==> src/afrc_pkg.sv <==
// Shared types, codes and decode helpers for the ASCII frame receiver.
package afrc_pkg;

    localparam logic [1:0] MODE_BYTE  = 2'd0;
    localparam logic [1:0] MODE_TICK  = 2'd1;
    localparam logic [1:0] MODE_START = 2'd2;

    localparam logic [2:0] STATUS_OK        = 3'd0;
    localparam logic [2:0] STATUS_MISMATCH  = 3'd1;
    localparam logic [2:0] STATUS_TIMEOUT   = 3'd2;
    localparam logic [2:0] STATUS_TOO_SHORT = 3'd3;
    localparam logic [2:0] STATUS_TOO_LONG  = 3'd4;

    localparam logic KIND_BODY    = 1'b0;
    localparam logic KIND_VERDICT = 1'b1;

    localparam logic [7:0]  START_BYTE     = 8'h7E;
    localparam logic [7:0]  END_BYTE       = 8'h0D;
    localparam logic [7:0]  MAX_FRAME_LEN  = 8'd255;
    localparam logic [15:0] TIMEOUT_RESET  = 16'd500;
    localparam logic [7:0]  MIN_FRAME_LEN  = 8'd4;

    typedef struct packed {
        logic [1:0] mode;
        logic [7:0] rx_byte;
    } item_t;

    typedef struct packed {
        logic        kind;
        logic [7:0]  body_byte;
        logic [2:0]  status;
        logic [15:0] computed_sum;
        logic [15:0] received_sum;
        logic [7:0]  body_count;
    } res_t;

    function automatic logic [7:0] hex_nibble(input logic [7:0] c);
        logic [7:0] v;
        if (c <= 8'h39) begin
            v = c - 8'h30;
        end else begin
            v = {5'd0, c[2:0]} + 8'd9;
        end
        return v;
    endfunction

    function automatic logic [7:0] hex_pair(input logic [7:0] hi, input logic [7:0] lo);
        logic [7:0] h;
        logic [7:0] l;
        h = hex_nibble(hi);
        l = hex_nibble(lo);
        return {h[3:0], 4'd0} + l;
    endfunction

endpackage

==> src/afrc_in.sv <==
// Input register stage that holds one accepted beat until the core takes it.
module afrc_in (
    input  logic            aclk,
    input  logic            aresetn,
    input  logic            s_valid,
    output logic            s_ready,
    input  afrc_pkg::item_t s_item,
    input  logic            slot_free,
    output logic            advance,
    output afrc_pkg::item_t item
);
    import afrc_pkg::*;

    logic  in_vld_reg;
    logic  in_vld_next;
    item_t item_reg;

    assign advance = in_vld_reg && slot_free;
    assign s_ready = !in_vld_reg || slot_free;
    assign item    = item_reg;

    always_comb begin
        in_vld_next = in_vld_reg;
        if (s_valid && s_ready) begin
            in_vld_next = 1'b1;
        end else if (advance) begin
            in_vld_next = 1'b0;
        end
    end

    always_ff @(posedge aclk) begin
        if (!aresetn) begin
            in_vld_reg <= 1'b0;
        end else begin
            in_vld_reg <= in_vld_next;
        end
    end

    always_ff @(posedge aclk) begin
        if (s_valid && s_ready) begin
            item_reg <= s_item;
        end
    end

    a_hold_stalled: assert property (@(posedge aclk) disable iff (!aresetn)
        in_vld_reg && !advance |=> in_vld_reg && $stable(item_reg))
        else $error("Held input beat changed while stalled.");

endmodule

==> src/afrc_core.sv <==
// Frame state, tick timer, running sum and checksum verdict logic.
module afrc_core (
    input  logic            aclk,
    input  logic            aresetn,
    input  logic            cfg_wr,
    input  logic [15:0]     cfg_data,
    input  logic            advance,
    input  afrc_pkg::item_t item,
    output logic            res_load,
    output afrc_pkg::res_t  res
);
    import afrc_pkg::*;

    localparam logic [1:0] PH_IDLE  = 2'd0;
    localparam logic [1:0] PH_HUNT  = 2'd1;
    localparam logic [1:0] PH_FRAME = 2'd2;

    logic [15:0] timeout_reg;
    logic [1:0]  phase_reg;
    logic [1:0]  phase_next;
    logic [15:0] elapsed_reg;
    logic [15:0] elapsed_next;
    logic [7:0]  count_reg;
    logic [7:0]  count_next;
    logic [15:0] sum_reg;
    logic [15:0] sum_next;
    logic [7:0]  tail_reg [4];
    logic [7:0]  tail_next [4];
    logic [16:0] tick_count;
    logic [9:0]  tail_sum;
    logic [15:0] body_sum;
    logic [15:0] comp_sum;
    logic [15:0] recv_sum;
    logic        has_res;
    res_t        res_c;

    assign tick_count = {1'b0, elapsed_reg} + 17'd1;
    assign tail_sum   = {2'd0, tail_reg[0]} + {2'd0, tail_reg[1]}
                      + {2'd0, tail_reg[2]} + {2'd0, tail_reg[3]};
    assign body_sum   = sum_reg - {6'd0, tail_sum};
    assign comp_sum   = 16'd0 - body_sum;
    assign recv_sum   = {hex_pair(tail_reg[0], tail_reg[1]),
                         hex_pair(tail_reg[2], tail_reg[3])};

    always_comb begin
        phase_next   = phase_reg;
        elapsed_next = elapsed_reg;
        count_next   = count_reg;
        sum_next     = sum_reg;
        tail_next    = tail_reg;
        has_res      = 1'b0;
        res_c        = '0;
        unique case (item.mode)
            MODE_START: begin
                phase_next   = PH_HUNT;
                elapsed_next = '0;
                count_next   = '0;
                sum_next     = '0;
                tail_next    = '{default: '0};
            end
            MODE_TICK: begin
                if (phase_reg != PH_IDLE) begin
                    if (tick_count > {1'b0, timeout_reg}) begin
                        phase_next       = PH_IDLE;
                        has_res          = 1'b1;
                        res_c.kind       = KIND_VERDICT;
                        res_c.status     = STATUS_TIMEOUT;
                        res_c.body_count = count_reg;
                    end else begin
                        elapsed_next = tick_count[16] ? 16'hFFFF : tick_count[15:0];
                    end
                end
            end
            MODE_BYTE: begin
                if (phase_reg == PH_HUNT) begin
                    if (item.rx_byte == START_BYTE) begin
                        phase_next = PH_FRAME;
                    end
                end else if (phase_reg == PH_FRAME) begin
                    if (item.rx_byte == END_BYTE) begin
                        phase_next       = PH_IDLE;
                        has_res          = 1'b1;
                        res_c.kind       = KIND_VERDICT;
                        res_c.body_count = count_reg;
                        if (count_reg < MIN_FRAME_LEN) begin
                            res_c.status = STATUS_TOO_SHORT;
                        end else begin
                            res_c.computed_sum = comp_sum;
                            res_c.received_sum = recv_sum;
                            res_c.status = (comp_sum == recv_sum) ? STATUS_OK
                                                                  : STATUS_MISMATCH;
                        end
                    end else if (count_reg >= MAX_FRAME_LEN) begin
                        phase_next       = PH_IDLE;
                        has_res          = 1'b1;
                        res_c.kind       = KIND_VERDICT;
                        res_c.status     = STATUS_TOO_LONG;
                        res_c.body_count = count_reg;
                    end else begin
                        count_next      = count_reg + 8'd1;
                        sum_next        = sum_reg + {8'd0, item.rx_byte};
                        tail_next[0]    = tail_reg[1];
                        tail_next[1]    = tail_reg[2];
                        tail_next[2]    = tail_reg[3];
                        tail_next[3]    = item.rx_byte;
                        has_res         = 1'b1;
                        res_c.kind      = KIND_BODY;
                        res_c.body_byte = item.rx_byte;
                    end
                end
            end
            default: begin
            end
        endcase
    end

    assign res_load = advance && has_res;
    assign res      = res_c;

    always_ff @(posedge aclk) begin
        if (!aresetn) begin
            timeout_reg <= TIMEOUT_RESET;
        end else if (cfg_wr) begin
            timeout_reg <= cfg_data;
        end
    end

    always_ff @(posedge aclk) begin
        if (!aresetn) begin
            phase_reg   <= PH_IDLE;
            elapsed_reg <= '0;
            count_reg   <= '0;
            sum_reg     <= '0;
            tail_reg    <= '{default: '0};
        end else if (advance) begin
            phase_reg   <= phase_next;
            elapsed_reg <= elapsed_next;
            count_reg   <= count_next;
            sum_reg     <= sum_next;
            tail_reg    <= tail_next;
        end
    end

    a_count_bound: assert property (@(posedge aclk) disable iff (!aresetn)
        count_reg <= MAX_FRAME_LEN)
        else $error("Body byte count exceeded the frame limit.");

    a_idle_quiet: assert property (@(posedge aclk) disable iff (!aresetn)
        advance && phase_reg == PH_IDLE && item.mode != MODE_START |-> !res_load)
        else $error("Result produced while idle.");

    a_body_clean: assert property (@(posedge aclk) disable iff (!aresetn)
        res_load && res.kind == KIND_BODY |-> res.status == STATUS_OK
            && res.computed_sum == 16'd0 && res.body_count == 8'd0)
        else $error("Body beat carries verdict fields.");

endmodule

==> src/afrc_out.sv <==
// Result register that holds one result beat until the receiver takes it.
module afrc_out (
    input  logic           aclk,
    input  logic           aresetn,
    input  logic           res_load,
    input  afrc_pkg::res_t res,
    output logic           slot_free,
    output logic           m_valid,
    input  logic           m_ready,
    output afrc_pkg::res_t m_res
);
    import afrc_pkg::*;

    logic res_vld_reg;
    logic res_vld_next;
    res_t res_reg;

    assign slot_free = !res_vld_reg || m_ready;
    assign m_valid   = res_vld_reg;
    assign m_res     = res_reg;

    always_comb begin
        res_vld_next = res_vld_reg;
        if (res_load) begin
            res_vld_next = 1'b1;
        end else if (m_ready) begin
            res_vld_next = 1'b0;
        end
    end

    always_ff @(posedge aclk) begin
        if (!aresetn) begin
            res_vld_reg <= 1'b0;
        end else begin
            res_vld_reg <= res_vld_next;
        end
    end

    always_ff @(posedge aclk) begin
        if (res_load) begin
            res_reg <= res;
        end
    end

    a_no_overwrite: assert property (@(posedge aclk) disable iff (!aresetn)
        res_load |-> !res_vld_reg || m_ready)
        else $error("Result register overwritten before it was taken.");

endmodule

==> src/ascii_frame_receiver_checksum.sv <==
// Top level of the ASCII hex frame receiver with two's-complement sum check.
//
// The input channel (s_valid/s_ready) carries one beat per byte, tick or start
// command, selected by s_mode. The result channel (m_valid/m_ready) carries at
// most one beat per input beat: a body byte passed through, or a verdict with
// status, computed and received checksum and body byte count.
// The configuration channel (cfg_valid/cfg_ready/cfg_data) writes the timeout
// in ticks; it is always ready and should be written only while idle.
// An input beat lands in an input register and is processed once the result
// register is free; its result is then loaded into the result register, which
// drives m_valid. One input beat can be accepted in every cycle while the result
// channel does not stall, set by the single pass from input to result register.
// While a result waits for m_ready, the input register still takes one beat;
// after that s_ready drops until the result is taken.
// Reset clears both registers, returns the receiver to idle and loads the
// timeout with 500 ticks.
module ascii_frame_receiver_checksum (
    input  logic        aclk,
    input  logic        aresetn,
    input  logic        cfg_valid,
    output logic        cfg_ready,
    input  logic [15:0] cfg_data,
    input  logic        s_valid,
    output logic        s_ready,
    input  logic [1:0]  s_mode,
    input  logic [7:0]  s_rx_byte,
    output logic        m_valid,
    input  logic        m_ready,
    output logic        m_kind,
    output logic [7:0]  m_body_byte,
    output logic [2:0]  m_status,
    output logic [15:0] m_computed_sum,
    output logic [15:0] m_received_sum,
    output logic [7:0]  m_body_count
);
    import afrc_pkg::*;

    item_t s_item;
    item_t item;
    res_t  res;
    res_t  m_res;
    logic  advance;
    logic  slot_free;
    logic  res_load;

    assign cfg_ready      = 1'b1;
    assign s_item.mode    = s_mode;
    assign s_item.rx_byte = s_rx_byte;

    afrc_in u_in (
        .aclk      (aclk),
        .aresetn   (aresetn),
        .s_valid   (s_valid),
        .s_ready   (s_ready),
        .s_item    (s_item),
        .slot_free (slot_free),
        .advance   (advance),
        .item      (item)
    );

    afrc_core u_core (
        .aclk     (aclk),
        .aresetn  (aresetn),
        .cfg_wr   (cfg_valid && cfg_ready),
        .cfg_data (cfg_data),
        .advance  (advance),
        .item     (item),
        .res_load (res_load),
        .res      (res)
    );

    afrc_out u_out (
        .aclk      (aclk),
        .aresetn   (aresetn),
        .res_load  (res_load),
        .res       (res),
        .slot_free (slot_free),
        .m_valid   (m_valid),
        .m_ready   (m_ready),
        .m_res     (m_res)
    );

    assign m_kind         = m_res.kind;
    assign m_body_byte    = m_res.body_byte;
    assign m_status       = m_res.status;
    assign m_computed_sum = m_res.computed_sum;
    assign m_received_sum = m_res.received_sum;
    assign m_body_count   = m_res.body_count;

endmodule
==> config.mk <==
export PLATFORM = sky130hd
export DESIGN_NAME = ascii_frame_receiver_checksum
export DESIGN_NICKNAME = d
export VERILOG_FILES = /design/src/afrc_pkg.sv /design/src/afrc_in.sv /design/src/afrc_core.sv /design/src/afrc_out.sv /design/src/ascii_frame_receiver_checksum.sv
export SDC_FILE = /design/constraint.sdc
export NUM_CORES = 1
export LEC_CHECK = 0
export BUFFER_PORTS_ARGS = -buffer_cell sky130_fd_sc_hd__buf_2
export CAP_MARGIN = 20
export CORE_MARGIN = 10
export CORE_UTILIZATION = 65
export DETAILED_ROUTE_END_ITERATION = 7
export PLACE_DENSITY_LB_ADDON = 0.12
export SYNTH_ARGS = -nofsm -noshare
export SYNTH_HDL_FRONTEND = slang
export SYNTH_SLANG_ARGS = --single-unit
==> constraint.sdc <==
create_clock -name aclk -period 10.2 [get_ports aclk]
set_input_delay 0.51 -clock aclk [delete_from_list [all_inputs] [get_ports aclk]]
set_output_delay 0.51 -clock aclk [all_outputs]
set_load 0.03 [all_outputs]
==> impl_metrics.sql <==
INSERT INTO impl_metrics (metric_group, metric, value, unit) VALUES
('logic_synthesis', 'post-synth-top-area-fraction', '0.199', ''),
('layout', 'finalNonFillerCells', '1223', ''),
('layout', 'multi_input_comb_area', '5120', 'um2'),
('layout', 'n_antenna_cell', '0', ''),
('logic_synthesis', 'combinational_family_with_the_most_area_after_synthesis', 'simple AND/OR/NAND/NOR gates', ''),
('logic_synthesis', 'synth-xor-area-share', '0.0703', ''),
('detailed_routing', 'drt_iter0_drc', '689', ''),
('die', 'number_of_core_rows', '43', ''),
('detailed_routing', 'route.detailed.vias_per_inst', '5.94', ''),
('die', 'die-area', '19600', 'um2'),
('placed_design', 'dpl_cell_area', '9850', 'um2'),
('logic_synthesis', 'synth.mux.area_fraction', '0.0139', ''),
('timing', 'postLayoutSetupSlackWorst', '5.53', 'ns'),
('detailed_routing', 'wirelength', '21.6', 'mm'),
('logic_synthesis', 'yosys.cell_types.count', '80', ''),
('die', 'floorplan.initialDensity', '0.668', ''),
('global_routing', 'grt_start_max_net_pins', '52', ''),
('pwr', 'power_density', '127', 'nW/um2'),
('layout', 'most-common-layout-cells', 'sky130_fd_sc_hd__nor2_1, sky130_fd_sc_hd__inv_1, sky130_fd_sc_hd__dfxtp_1', ''),
('logic_synthesis', 'asyncSetResetFlopFracSynth', '0', ''),
('worst_setup_path', 'critical_path_arrival', '4.74', 'ns'),
('clocking', 'cts_setup_buffers', '0', ''),
('clocking', 'numCtsBuffers', '17', ''),
('timing', 'period_needed', '4.67', 'ns'),
('status', 'outcome', 'complete, no violations', ''),
('placed_design', 'hpwl', '15.9', 'mm'),
('global_routing', 'globalRouteOverflowTotal', '0', ''),
('worst_setup_path', 'timing.reg2reg.setup_slack', '5.53', 'ns'),
('logic_synthesis', 'yosys.area_share.simple', '0.158', ''),
('layout', 'most_frequent_standard_cell_in_the_layout_excluding_fill_and_tap_cells', 'sky130_fd_sc_hd__nor2_1', ''),
('clocking', 'cts.clk_slew.worst_paths', '0.06', 'ns'),
('layout', 'finish.net_count', '1154', ''),
('worst_setup_path', 'critPathMaxFanout', '42', ''),
('logic_synthesis', 'synth.net_count', '1086', ''),
('worst_setup_path', 'critPathKind', 'reg -> reg', ''),
('detailed_routing', 'route.antenna.remaining_nets', '0', ''),
('detailed_routing', 'drc', '0', ''),
('clocking', 'tritoncts_num_sinks', '154', ''),
('layout', 'final_layout_size_suffix_gt1_frac', '0.136', ''),
('timing', 'final.period_utilization', '0.458', ''),
('timing', 'rsz_0062_raised_after_global_routing', 'no', ''),
('min_path', 'min-delay-path-class', 'in -> reg', ''),
('layout', 'layout.core_utilization', '0.746', ''),
('detailed_routing', 'vias', '7268', ''),
('placed_design', 'port-buffer-count', '84', ''),
('timing', 'hold_viol_final', '0', ''),
('logic_synthesis', 'postSynthCellCount', '962', ''),
('clocking', 'htreeDepth', '4', ''),
('worst_setup_path', 'crit-reg2reg-launch', 'u_core.elapsed_reg[0]$_SDFFE_PN0P_', ''),
('global_routing', 'number_of_antenna_violations_at_the_first_check_in_global_routing', '0', ''),
('worst_setup_path', 'type_of_origin_of_the_critical_path', 'flip-flop', ''),
('layout', 'layout.area.seq', '3700', 'um2'),
('clocking', 'cts_repair_resize_count', '0', ''),
('clocking', 'cts_root_buf', 'sky130_fd_sc_hd__clkbuf_16', ''),
('detailed_routing', 'drt-wirelength-per-cell', '17.6', 'um'),
('job', 'maxCapViolCount', '0', ''),
('clocking', 'postCtsHoldBufs', '0', ''),
('worst_setup_path', 'endpoint_kind', 'flip-flop', ''),
('min_path', 'hp-start', 's_rx_byte[1]', ''),
('logic_synthesis', 'synth.largest_area_cell', 'sky130_fd_sc_hd__edfxtp_1', ''),
('timing', 'timing.fmax', '0.214', 'GHz'),
('pwr', 'max-vdd-ir-drop', '106', 'uV'),
('die', 'ioPinCount', '86', ''),
('placed_design', 'gp_routability_congestion', '0.913', ''),
('logic_synthesis', 'synth_seq_cells', '154', ''),
('die', 'die-width', '140', 'um'),
('logic_synthesis', 'synth_compound_area_frac', '0.157', ''),
('logic_synthesis', 'synth_seq_area_share', '0.396', ''),
('logic_synthesis', 'synth-adder-area-share', '0.145', ''),
('clocking', 'number_of_buffers_between_clock_root_and_the_deepest_sink', '2', ''),
('global_routing', 'groute.usage.overall', '0.220', '');
[cells by family after synthesis]
kind of cell    after synthesis
simple gates                297
compound gates              203
flops                       154
buf+inv                     134
fa+ha+maj                    93
xor+xnor                     67
mux                          13
other cells                   1
[per-layer routing]
metal,global-route usage,part of all wire
met1,0.284,0.45
met2,0.354,0.47
met3,0.0524,0.063
met4,0.0745,0.017
met5,0,0
[layout make-up]
type / count / area share
Timing Repair Buffer: 88 / 0.0432
Tap cell: 180 / 0.0216
Clock buffer: 21 / 0.0452
Multi-Input combinational cell: 674 / 0.490
Inverter: 95 / 0.0342
Sequential cell: 154 / 0.355
Clock inverter: 11 / 0.0104
[cell usage after synthesis, drive strengths merged (5+ instances only)]
master	number
dfxtp	92
xnor2	41
o21bai	5
o211ai	14
fa	26
clkbuf	23
nand2	50
a22oi	39
edfxtp	62
nand3	27
o21a	6
inv	95
o21ai	32
xor2	21
a21o	21
a211oi	5
buf	16
and3b	8
nand4	12
nor3	17
nor2	115
mux2i	13
a21oi	33
a22o	8
ha	67
a31oi	8
and3	7
and2	11
nand2b	16
[report_power, final]
part,total [uW],internal (uW),switching (uW)
sequential,649,644,5.66
clock,622,360,263
combinational,53.8,19.5,34.3
[worst max-delay path: stages, from the launching register on]
cell	delay, ns
sky130_fd_sc_hd__dfxtp_1	0.42
sky130_fd_sc_hd__ha_1	0.28
sky130_fd_sc_hd__and3_1	0.22
sky130_fd_sc_hd__nand3_2	0.14
sky130_fd_sc_hd__nor2_2	0.22
sky130_fd_sc_hd__nand4_1	0.14
sky130_fd_sc_hd__xnor2_1	0.17
sky130_fd_sc_hd__ha_1	0.29
sky130_fd_sc_hd__a21o_1	0.10
sky130_fd_sc_hd__a21o_1	0.12
sky130_fd_sc_hd__a211oi_2	0.08
sky130_fd_sc_hd__o21ai_1	0.19
sky130_fd_sc_hd__o221a_2	0.26
sky130_fd_sc_hd__a21boi_4	0.12
sky130_fd_sc_hd__nand2b_1	0.23
sky130_fd_sc_hd__a211oi_4	0.70
sky130_fd_sc_hd__buf_4	0.59
[stage by stage]
stage | hold slack (ns) | power [uW]
final | 0.252 | 1330
after global routing | 0.245 | 1360
after CTS | 0.241 | 1330
after detailed placement | 0.478 | 716
after global placement | 0.463 | 714
after floorplan | 0.449 | 699
[worst paths after layout]
kind	to	depth (start not counted)
max	u_out.m_res[30]$_SDFFCE_PP0P_	16
min	u_in.item[1]$_DFFE_PP_	1
max reg2reg	u_out.m_res[30]$_SDFFCE_PP0P_	16
min reg2reg	u_core.timeout_reg[10]$_SDFFE_PN0P_	2
(Power assumes the default switching activity.)
